File: src/rtl/core/pidc_pkg.sv
// ----------------------------------------------------------------------------
// pidc_pkg
// Shared types, widths and reset values of the sampled PID controller.
// ----------------------------------------------------------------------------
package pidc_pkg;

	localparam int CFG_IDX_W = 3;
	localparam int CFG_DATA_W = 32;

	localparam int MUL_A_W = 33;
	localparam int MUL_B_W = 25;
	localparam int MUL_P_W = MUL_A_W + MUL_B_W;

	localparam int DIV_W = 32;
	localparam int DIV_CNT_W = $clog2(DIV_W + 1);

	localparam logic [31:0] GAIN_P_RST = 32'd65536;
	localparam logic [31:0] GAIN_I_RST = 32'd0;
	localparam logic [31:0] GAIN_D_RST = 32'd0;
	localparam logic [15:0] PERIOD_RST = 16'd100;
	localparam logic [15:0] OUT_MIN_RST = 16'd0;
	localparam logic [15:0] OUT_MAX_RST = 16'd255;
	localparam logic USE_DERIV_RST = 1'b1;

	typedef enum logic [CFG_IDX_W-1:0] {
		REG_GAIN_P,
		REG_GAIN_I,
		REG_GAIN_D,
		REG_SAMPLE_PERIOD,
		REG_OUT_MIN,
		REG_OUT_MAX,
		REG_USE_DERIV
	} cfg_reg_t;

	typedef enum logic [3:0] {
		ST_IDLE,
		ST_CHECK,
		ST_MUL_P,
		ST_MUL_E,
		ST_MUL_D,
		ST_MUL_IL,
		ST_MUL_IH,
		ST_ACC,
		ST_ICLAMP,
		ST_DIV,
		ST_SUM,
		ST_FIN
	} state_t;

endpackage

File: src/rtl/core/pid_controller_sampled_top.sv
// ----------------------------------------------------------------------------
// pid_controller_sampled_top
// Sampled PID controller with integrator anti-windup and clamped drive.
// ----------------------------------------------------------------------------
// One item is taken at a time; in_stall stays high while it is worked on. An
// item whose elapsed time is below the sample period is dropped in the check
// state. An update runs its five products through one shared multiplier,
// one per cycle; with the derivative on, a serial divider forms the
// derivative term. The result sits in an output register, so the next item
// is taken while it waits.
// ----------------------------------------------------------------------------
module pid_controller_sampled_top (
	input  logic                                 clk,
	input  logic                                 arst_n,
	input  logic                                 cfg_we,
	input  logic [pidc_pkg::CFG_IDX_W-1:0]       cfg_index,
	input  logic [pidc_pkg::CFG_DATA_W-1:0]      cfg_data,
	input  logic                                 in_valid,
	output logic                                 in_stall,
	input  logic signed [15:0]                   target,
	input  logic signed [15:0]                   sample,
	input  logic [31:0]                          now_ms,
	output logic                                 out_valid,
	input  logic                                 out_stall,
	output logic signed [15:0]                   drive
);

	pidc_pkg::state_t state_q, state_d;

	logic [31:0]         gain_p_q, gain_i_q, gain_d_q;
	logic [15:0]         period_q;
	logic signed [15:0]  out_min_q, out_max_q;
	logic                use_deriv_q;

	logic [31:0]         last_time_q;
	logic signed [15:0]  prev_sample_q;
	logic signed [47:0]  err_sum_q;
	logic signed [15:0]  last_drive_q;
	logic                primed_q;

	logic signed [15:0]  tgt_q, smp_q;
	logic [31:0]         now_q;
	logic [31:0]         dt_q;
	logic signed [16:0]  e_q, diff_q;
	logic                d_on_q;
	logic signed [32:0]  p_q;
	logic signed [15:0]  i_q;
	logic signed [32:0]  d_q;
	logic [31:0]         dvd_q;
	logic                dneg_q;
	logic signed [79:0]  acc_q;
	logic signed [34:0]  sum_q;
	logic signed [15:0]  drive_q;
	logic                out_valid_q;

	logic                in_xfer, fin_load, skip_c;
	logic [31:0]         elapsed_c, dt_c;
	logic signed [15:0]  prev_c;
	logic signed [16:0]  e_c, diff_c;
	logic                integ_c;
	logic signed [57:0]  p_round_c, num_mag_c;
	logic signed [49:0]  s_c;
	logic signed [47:0]  s_sat_c;
	logic signed [79:0]  i_round_c;
	logic signed [15:0]  i_clamp_c, drive_c;

	logic signed [pidc_pkg::MUL_A_W-1:0] mul_a;
	logic signed [pidc_pkg::MUL_B_W-1:0] mul_b;
	logic signed [pidc_pkg::MUL_P_W-1:0] prod_q;
	logic                div_start, div_done;
	logic [pidc_pkg::DIV_W-1:0] quo;

	function automatic logic signed [15:0] clamp_lim(
		input logic signed [63:0] v,
		input logic signed [15:0] lo,
		input logic signed [15:0] hi
	);
		logic signed [63:0] lo64, hi64;
		lo64 = {{48{lo[15]}}, lo};
		hi64 = {{48{hi[15]}}, hi};
		if (v > hi64)
			clamp_lim = hi;
		else if (v < lo64)
			clamp_lim = lo;
		else
			clamp_lim = v[15:0];
	endfunction

	pidc_mul u_mul (
		.clk    (clk),
		.a      (mul_a),
		.b      (mul_b),
		.prod_q (prod_q)
	);

	pidc_div u_div (
		.clk      (clk),
		.arst_n   (arst_n),
		.start    (div_start),
		.dividend (dvd_q),
		.divisor  (dt_q),
		.done     (div_done),
		.quotient (quo)
	);

	assign in_xfer = in_valid && !in_stall;
	assign fin_load = (state_q == pidc_pkg::ST_FIN) && (!out_valid_q || !out_stall);
	assign out_valid = out_valid_q;
	assign drive = drive_q;

	assign elapsed_c = now_q - last_time_q;
	assign dt_c = primed_q ? elapsed_c : {16'b0, period_q};
	assign skip_c = primed_q && (elapsed_c < {16'b0, period_q});
	assign prev_c = primed_q ? prev_sample_q : smp_q;
	assign e_c = {tgt_q[15], tgt_q} - {smp_q[15], smp_q};
	assign diff_c = {smp_q[15], smp_q} - {prev_c[15], prev_c};

	assign integ_c = !((out_max_q > 16'sd0) && (last_drive_q >= out_max_q))
		&& !((out_min_q < 16'sd0) && (last_drive_q <= out_min_q));

	assign p_round_c = prod_q + (prod_q[57] ? 58'sd65535 : 58'sd0);
	assign s_c = {{2{err_sum_q[47]}}, err_sum_q} + {prod_q[48], prod_q[48:0]};
	assign s_sat_c = (s_c[49:47] == 3'b000 || s_c[49:47] == 3'b111) ? s_c[47:0]
		: (s_c[49] ? {1'b1, 47'b0} : {1'b0, {47{1'b1}}});
	assign num_mag_c = prod_q[57] ? -prod_q : prod_q;
	assign i_round_c = acc_q + (acc_q[79] ? 80'sd65535 : 80'sd0);
	assign i_clamp_c = clamp_lim(i_round_c[79:16], out_min_q, out_max_q);
	assign drive_c = clamp_lim({{29{sum_q[34]}}, sum_q}, out_min_q, out_max_q);

	always_comb begin
		state_d = state_q;
		unique case (state_q)
			pidc_pkg::ST_IDLE:   if (in_xfer) state_d = pidc_pkg::ST_CHECK;
			pidc_pkg::ST_CHECK:  state_d = skip_c ? pidc_pkg::ST_IDLE : pidc_pkg::ST_MUL_P;
			pidc_pkg::ST_MUL_P:  state_d = pidc_pkg::ST_MUL_E;
			pidc_pkg::ST_MUL_E:  state_d = pidc_pkg::ST_MUL_D;
			pidc_pkg::ST_MUL_D:  state_d = pidc_pkg::ST_MUL_IL;
			pidc_pkg::ST_MUL_IL: state_d = pidc_pkg::ST_MUL_IH;
			pidc_pkg::ST_MUL_IH: state_d = pidc_pkg::ST_ACC;
			pidc_pkg::ST_ACC:    state_d = pidc_pkg::ST_ICLAMP;
			pidc_pkg::ST_ICLAMP: state_d = d_on_q ? pidc_pkg::ST_DIV : pidc_pkg::ST_SUM;
			pidc_pkg::ST_DIV:    if (div_done) state_d = pidc_pkg::ST_SUM;
			pidc_pkg::ST_SUM:    state_d = pidc_pkg::ST_FIN;
			pidc_pkg::ST_FIN:    if (fin_load) state_d = pidc_pkg::ST_IDLE;
			default:             state_d = pidc_pkg::ST_IDLE;
		endcase
	end

	always_comb begin
		in_stall = (state_q != pidc_pkg::ST_IDLE);
		div_start = (state_q == pidc_pkg::ST_ICLAMP) && d_on_q;
		mul_a = '0;
		mul_b = '0;
		unique case (state_q)
			pidc_pkg::ST_MUL_P: begin
				mul_a = {gain_p_q[31], gain_p_q};
				mul_b = {{8{e_q[16]}}, e_q};
			end
			pidc_pkg::ST_MUL_E: begin
				mul_a = {1'b0, dt_q};
				mul_b = {{8{e_q[16]}}, e_q};
			end
			pidc_pkg::ST_MUL_D: begin
				mul_a = {gain_d_q[31], gain_d_q};
				mul_b = {{8{diff_q[16]}}, diff_q};
			end
			pidc_pkg::ST_MUL_IL: begin
				mul_a = {gain_i_q[31], gain_i_q};
				mul_b = {1'b0, err_sum_q[23:0]};
			end
			pidc_pkg::ST_MUL_IH: begin
				mul_a = {gain_i_q[31], gain_i_q};
				mul_b = {err_sum_q[47], err_sum_q[47:24]};
			end
			default: begin
				mul_a = '0;
				mul_b = '0;
			end
		endcase
	end

	always_ff @(posedge clk or negedge arst_n) begin
		if (!arst_n) begin
			state_q <= pidc_pkg::ST_IDLE;
		end else begin
			state_q <= state_d;
		end
	end

	always_ff @(posedge clk or negedge arst_n) begin
		if (!arst_n) begin
			gain_p_q <= pidc_pkg::GAIN_P_RST;
			gain_i_q <= pidc_pkg::GAIN_I_RST;
			gain_d_q <= pidc_pkg::GAIN_D_RST;
			period_q <= pidc_pkg::PERIOD_RST;
			out_min_q <= pidc_pkg::OUT_MIN_RST;
			out_max_q <= pidc_pkg::OUT_MAX_RST;
			use_deriv_q <= pidc_pkg::USE_DERIV_RST;
		end else if (cfg_we) begin
			unique case (pidc_pkg::cfg_reg_t'(cfg_index))
				pidc_pkg::REG_GAIN_P:        gain_p_q <= cfg_data;
				pidc_pkg::REG_GAIN_I:        gain_i_q <= cfg_data;
				pidc_pkg::REG_GAIN_D:        gain_d_q <= cfg_data;
				pidc_pkg::REG_SAMPLE_PERIOD: period_q <= cfg_data[15:0];
				pidc_pkg::REG_OUT_MIN:       out_min_q <= cfg_data[15:0];
				pidc_pkg::REG_OUT_MAX:       out_max_q <= cfg_data[15:0];
				pidc_pkg::REG_USE_DERIV:     use_deriv_q <= cfg_data[0];
				default: ;
			endcase
		end
	end

	// controller state; the error sum is updated during the update, the rest is committed when the result is loaded
	always_ff @(posedge clk or negedge arst_n) begin
		if (!arst_n) begin
			last_time_q <= '0;
			prev_sample_q <= '0;
			err_sum_q <= '0;
			last_drive_q <= '0;
			primed_q <= 1'b0;
		end else begin
			if ((state_q == pidc_pkg::ST_MUL_D) && integ_c)
				err_sum_q <= s_sat_c;
			if (fin_load) begin
				last_time_q <= now_q;
				prev_sample_q <= smp_q;
				last_drive_q <= drive_c;
				primed_q <= 1'b1;
			end
		end
	end

	always_ff @(posedge clk or negedge arst_n) begin
		if (!arst_n) begin
			out_valid_q <= 1'b0;
		end else if (fin_load) begin
			out_valid_q <= 1'b1;
		end else if (out_valid_q && !out_stall) begin
			out_valid_q <= 1'b0;
		end
	end

	always_ff @(posedge clk) begin
		if (in_xfer) begin
			tgt_q <= target;
			smp_q <= sample;
			now_q <= now_ms;
		end
		if (state_q == pidc_pkg::ST_CHECK) begin
			dt_q <= dt_c;
			e_q <= e_c;
			diff_q <= diff_c;
			d_on_q <= use_deriv_q && (dt_c != '0);
		end
		if (state_q == pidc_pkg::ST_MUL_E)
			p_q <= p_round_c[48:16];
		if (state_q == pidc_pkg::ST_MUL_IL) begin
			dneg_q <= prod_q[57];
			dvd_q <= num_mag_c[47:16];
		end
		if (state_q == pidc_pkg::ST_MUL_IH)
			acc_q <= {{22{prod_q[57]}}, prod_q};
		if (state_q == pidc_pkg::ST_ACC)
			acc_q <= acc_q + {prod_q[55:0], 24'b0};
		if (state_q == pidc_pkg::ST_ICLAMP) begin
			i_q <= i_clamp_c;
			if (!d_on_q)
				d_q <= '0;
		end
		if ((state_q == pidc_pkg::ST_DIV) && div_done)
			d_q <= dneg_q ? -{1'b0, quo} : {1'b0, quo};
		if (state_q == pidc_pkg::ST_SUM)
			sum_q <= {{2{p_q[32]}}, p_q} + {{19{i_q[15]}}, i_q} - {{2{d_q[32]}}, d_q};
		if (fin_load)
			drive_q <= drive_c;
	end

endmodule

File: src/rtl/core/pidc_mul.sv
// ----------------------------------------------------------------------------
// pidc_mul
// Shared signed multiplier with a registered product.
// ----------------------------------------------------------------------------
module pidc_mul (
	input  logic                                clk,
	input  logic signed [pidc_pkg::MUL_A_W-1:0] a,
	input  logic signed [pidc_pkg::MUL_B_W-1:0] b,
	output logic signed [pidc_pkg::MUL_P_W-1:0] prod_q
);

	always_ff @(posedge clk) begin
		prod_q <= a * b;
	end

endmodule

File: src/rtl/core/pidc_div.sv
// ----------------------------------------------------------------------------
// pidc_div
// Serial restoring divider, one quotient bit per cycle, unsigned operands.
// ----------------------------------------------------------------------------
module pidc_div (
	input  logic                          clk,
	input  logic                          arst_n,
	input  logic                          start,
	input  logic [pidc_pkg::DIV_W-1:0]    dividend,
	input  logic [pidc_pkg::DIV_W-1:0]    divisor,
	output logic                          done,
	output logic [pidc_pkg::DIV_W-1:0]    quotient
);

	logic                            busy_q;
	logic [pidc_pkg::DIV_CNT_W-1:0]  cnt_q;
	logic [pidc_pkg::DIV_W-1:0]      rem_q;
	logic [pidc_pkg::DIV_W-1:0]      quo_q;
	logic [pidc_pkg::DIV_W-1:0]      dvs_q;
	logic [pidc_pkg::DIV_W:0]        shifted;
	logic [pidc_pkg::DIV_W:0]        trial;
	logic                            ge;

	assign done = busy_q && (cnt_q == '0);
	assign quotient = quo_q;
	assign shifted = {rem_q, quo_q[pidc_pkg::DIV_W-1]};
	assign ge = shifted >= {1'b0, dvs_q};
	assign trial = shifted - {1'b0, dvs_q};

	always_ff @(posedge clk or negedge arst_n) begin
		if (!arst_n) begin
			busy_q <= 1'b0;
			cnt_q <= '0;
		end else if (start) begin
			busy_q <= 1'b1;
			cnt_q <= pidc_pkg::DIV_CNT_W'(pidc_pkg::DIV_W);
		end else if (done) begin
			busy_q <= 1'b0;
		end else if (busy_q) begin
			cnt_q <= cnt_q - 1'b1;
		end
	end

	always_ff @(posedge clk) begin
		if (start) begin
			rem_q <= '0;
			quo_q <= dividend;
			dvs_q <= divisor;
		end else if (busy_q && (cnt_q != '0)) begin
			rem_q <= ge ? trial[pidc_pkg::DIV_W-1:0] : shifted[pidc_pkg::DIV_W-1:0];
			quo_q <= {quo_q[pidc_pkg::DIV_W-2:0], ge};
		end
	end

endmodule
File: config.mk
export PLATFORM = sky130hd
export DESIGN_NAME = pid_controller_sampled_top
export DESIGN_NICKNAME = d
export VERILOG_FILES = /design/src/rtl/core/pidc_pkg.sv /design/src/rtl/core/pid_controller_sampled_top.sv /design/src/rtl/core/pidc_mul.sv /design/src/rtl/core/pidc_div.sv
export SDC_FILE = /design/constraint.sdc
export NUM_CORES = 2
export LEC_CHECK = 0
export BUFFER_PORTS_ARGS = -buffer_cell sky130_fd_sc_hd__buf_2
export CORE_UTILIZATION = 38
export CTS_CLUSTER_DIAMETER = 150
export DETAILED_ROUTE_END_ITERATION = 10
export GPL_TIMING_DRIVEN = 0
export PLACE_DENSITY = 0.65
export SYNTH_ARGS = -nofsm -noshare
export SYNTH_HDL_FRONTEND = slang
export SYNTH_HIERARCHICAL = 1
export SYNTH_SLANG_ARGS = --single-unit
File: constraint.sdc
create_clock -name clk -period 11.77 [get_ports clk]
set_input_delay 0.5885 -clock clk [delete_from_list [all_inputs] [get_ports clk]]
set_output_delay 0.5885 -clock clk [all_outputs]
set_load 0.02 [all_outputs]
==> flow_summary.ini <==
[worst_setup_path]
slowest_delay_ns = 0.95
worst_setup_path_start_kind = flip-flop
crit_family = adder cells
crit_top_cell = fa_1
worstPathRequired_ns = 12.33
worstSetupStartpoint = state_q[2]
cpMaxStageDelayCell = clkbuf_1
worstSetupEndpointType = flip-flop
arrival_ns = 11.98
crit-reg2reg-launch = state_q[2]
cp_max_fo = 10
worst-path-buf-inv = 10
worstSetupPathType = reg2reg

[finish]
final_cell_mix = 1153 x inv_1, 933 x nand2_1, 879 x fa_1
layout_commonest_cell = inv_1
fin_area_mm2 = 0.08826
num-nets-final = 10130
areaGrowthSynthToFinish_pct = 9.546
fill_cells = 20310
layout-drive-gt1-share = 0.07301
final_util = 0.4199

[logic_synthesis]
syn_avg_cell_area_um2 = 9.796
synth.top_cell.area_share = 0.2189
synth-xor-area-share = 0.04511
ys_types = 113
ys_seq_elements = 801
syn-instance-count = 8225
dominantRegCellSynth = edfxtp_1
synth_top_family_by_area = adder cells
synthMuxAreaShare = 0.03275
yosysWarnings = 6
synth_top_area_cell = fa_1
synthAdderAreaFrac = 0.3223
syn-cell-area_mm2 = 0.08057
synth_compound_area_frac = 0.1173
yosysSeqAreaShare = 0.2708
syn_nets = 9876
synth_simple_gate_area_frac = 0.1412
synthArstFlopShare = 0.3371
synth_edf_count = 441
synthTopCellsByArea = fa_1 22%, edfxtp_1 16%, ha_1 10%, dfrtp_1 8.0%, inv_1 5.4%

[sta]
rsz0062_at_grt = false
final_hold_viol_count = 0
setup_viol = 0
tightest_slew_ns = 1.395
final_max_slew_viol_count = 0
period_needed_ns = 11.42
finalClockSkew_ns = 0.05091
maxClockFrequency_mhz = 87.53
relSlewSlack = 0.07009
min_period_over_period = 0.9706

[cts]
cts_sinks = 801
cts_buffer_depth = 3
clock-root-buffer = clkbuf_16
cts_tree = built
post_cts_buffers = 0
htree_levels = 3
numCtsBuffers = 87
clkTransAtPathRegs_ns = 0.06
clk_latency_ns = 0.74

[floorplanning]
boundaryPins = 122
rows = 168
die_area_mm2 = 0.2139
core_area_mm2 = 0.2102
die_w_um = 462.5
die_y_um = 462.5
initial_core_util = 0.3833

[routing]
routed_wl_mm = 266.5
drt_pass1_iterations = 8
vias = 62900
routedWlPerCell_um = 23.46
via_per_inst = 5.535
antenna_left = 0
drc_errors = 0
drt_first_iter_violations = 5931

[hold_path]
hold_class = in2reg
min-delay-start = now_ms[9]

[global_route]
gr-total-overflow = 0
grt_pass1_wl_mm = 399.0
track_usage = 0.2464
grt_pass1_vias = 63640
antenna_found_initial = 28
grt_max_degree = 104

[placement]
hpwl_mm = 216.6
portBuffers = 119
placed_area_mm2 = 0.08495
routabilityCongestion = 1.042

[job]
cap_violations = 0

[status]
outcome = finished clean
## synthesized netlist by cell type (14+ instances only)
cell type  instances
o211ai_1          56
a211oi_1          41
or2_2             18
edfxtp_1         441
xnor2_1          280
a221o_1           15
dfxtp_1           90
o21a_1            49
nand4_1           90
o31ai_1           34
ha_1             666
mux2_2           173
nor2b_1           69
o21bai_1          31
a22oi_1           35
nor4_1            29
buf_1             29
dfrtp_1          257
o221ai_1          18
nor2_1           303
o21ai_0          344
or4_1             14
inv_1           1157
nor3_1            65
o311ai_0          44
xor2_1           135
a21boi_0          24
a211o_1           18
fa_1             881
a222oi_1          31
nand3_1          101
nand2b_1          64
clkbuf_1         288
or3_1             21
a31oi_1           30
mux2i_1           69
and3_1            45
a21oi_1          335
a21o_1           178
nand2_1          940
and2_1           456
## area by class of cell
type	count	area (um^2)	area share
Antenna cell	11	27.53	0.0003119
Multi-Input combinational cell	5926	53160	0.6023
Inverter	1160	4363	0.04943
Clock inverter	45	431.7	0.004891
Sequential cell	801	21820	0.2472
Buffer	338	1381	0.01565
Tap cell	2805	3510	0.03976
Timing Repair Buffer	161	1127	0.01277
Clock buffer	116	2441	0.02766
## stage by stage
stage | instances | setup WS (ns) | hold WS [ns] | setup TNS (ns)
after global placement | 11150 | -1.386 | 0.4554 | -8.940
final | 11360 | 0.3458 | 0.04976 | 0
after detailed placement | 11160 | -0.6284 | 0.4580 | -2.970
after global routing | 11360 | 0.03325 | 0.02126 | 0
after floorplan | 8225 | 2.798 | 0.2929 | 0
after CTS | 11350 | 0.01581 | 0.00006439 | 0
## layer usage
metal | part of all wire | vias up | GRT usage
met5 | 0.00047 | - | 0
met4 | 0.055 | 20 | 0.1184
met3 | 0.087 | 594 | 0.04499
met2 | 0.44 | 2644 | 0.3842
met1 | 0.42 | 31560 | 0.3298
li1 | - | 28070 | -
## sequential cells by signal (all words and copies together), names as in the netlist, 33 cells and up
register and count:
acc_q 80, p_q 33, d_q 33, err_sum_q 48, u_mul/prod_q 58, sum_q 35
## logic make-up after synthesis
logic type                 count (synthesis)
DFF                                      801
muxes                                    242
adders and majority gates               1547
and+or+nand+nor                         2298
AOI/OAI and AO/OA                       1424
xor gates and xnor gates                 415
buffers and inverters                   1498
## repair_timing
item / 4_1_cts / 5_1_grt
gates resized for setup: 12 / 70
setup endpoints to repair: 6 / 6
hold buffers: 31 / 0
endpoints found under the hold margin: 95 / 0
pin swaps: 0 / 1
## path summary, 6_finish.rpt
check | slack, ns | depth (start not counted) | endpoint
max | 0.35 | 30 | u_mul/prod_q[55]
min | 0.05 | 1 | now_q[9]
max reg2reg | 0.35 | 30 | u_mul/prod_q[55]
min reg2reg | 0.48 | 0 | u_div/dvs_q[14]
max in group asynchronous | 9.89 | 4 | prev_sample_q[10]
min in group asynchronous | 0.45 | 2 | last_drive_q[2]
Power is not shown: default switching activity piles up to over one toggle a cycle in this logic, so the estimate is an artifact.
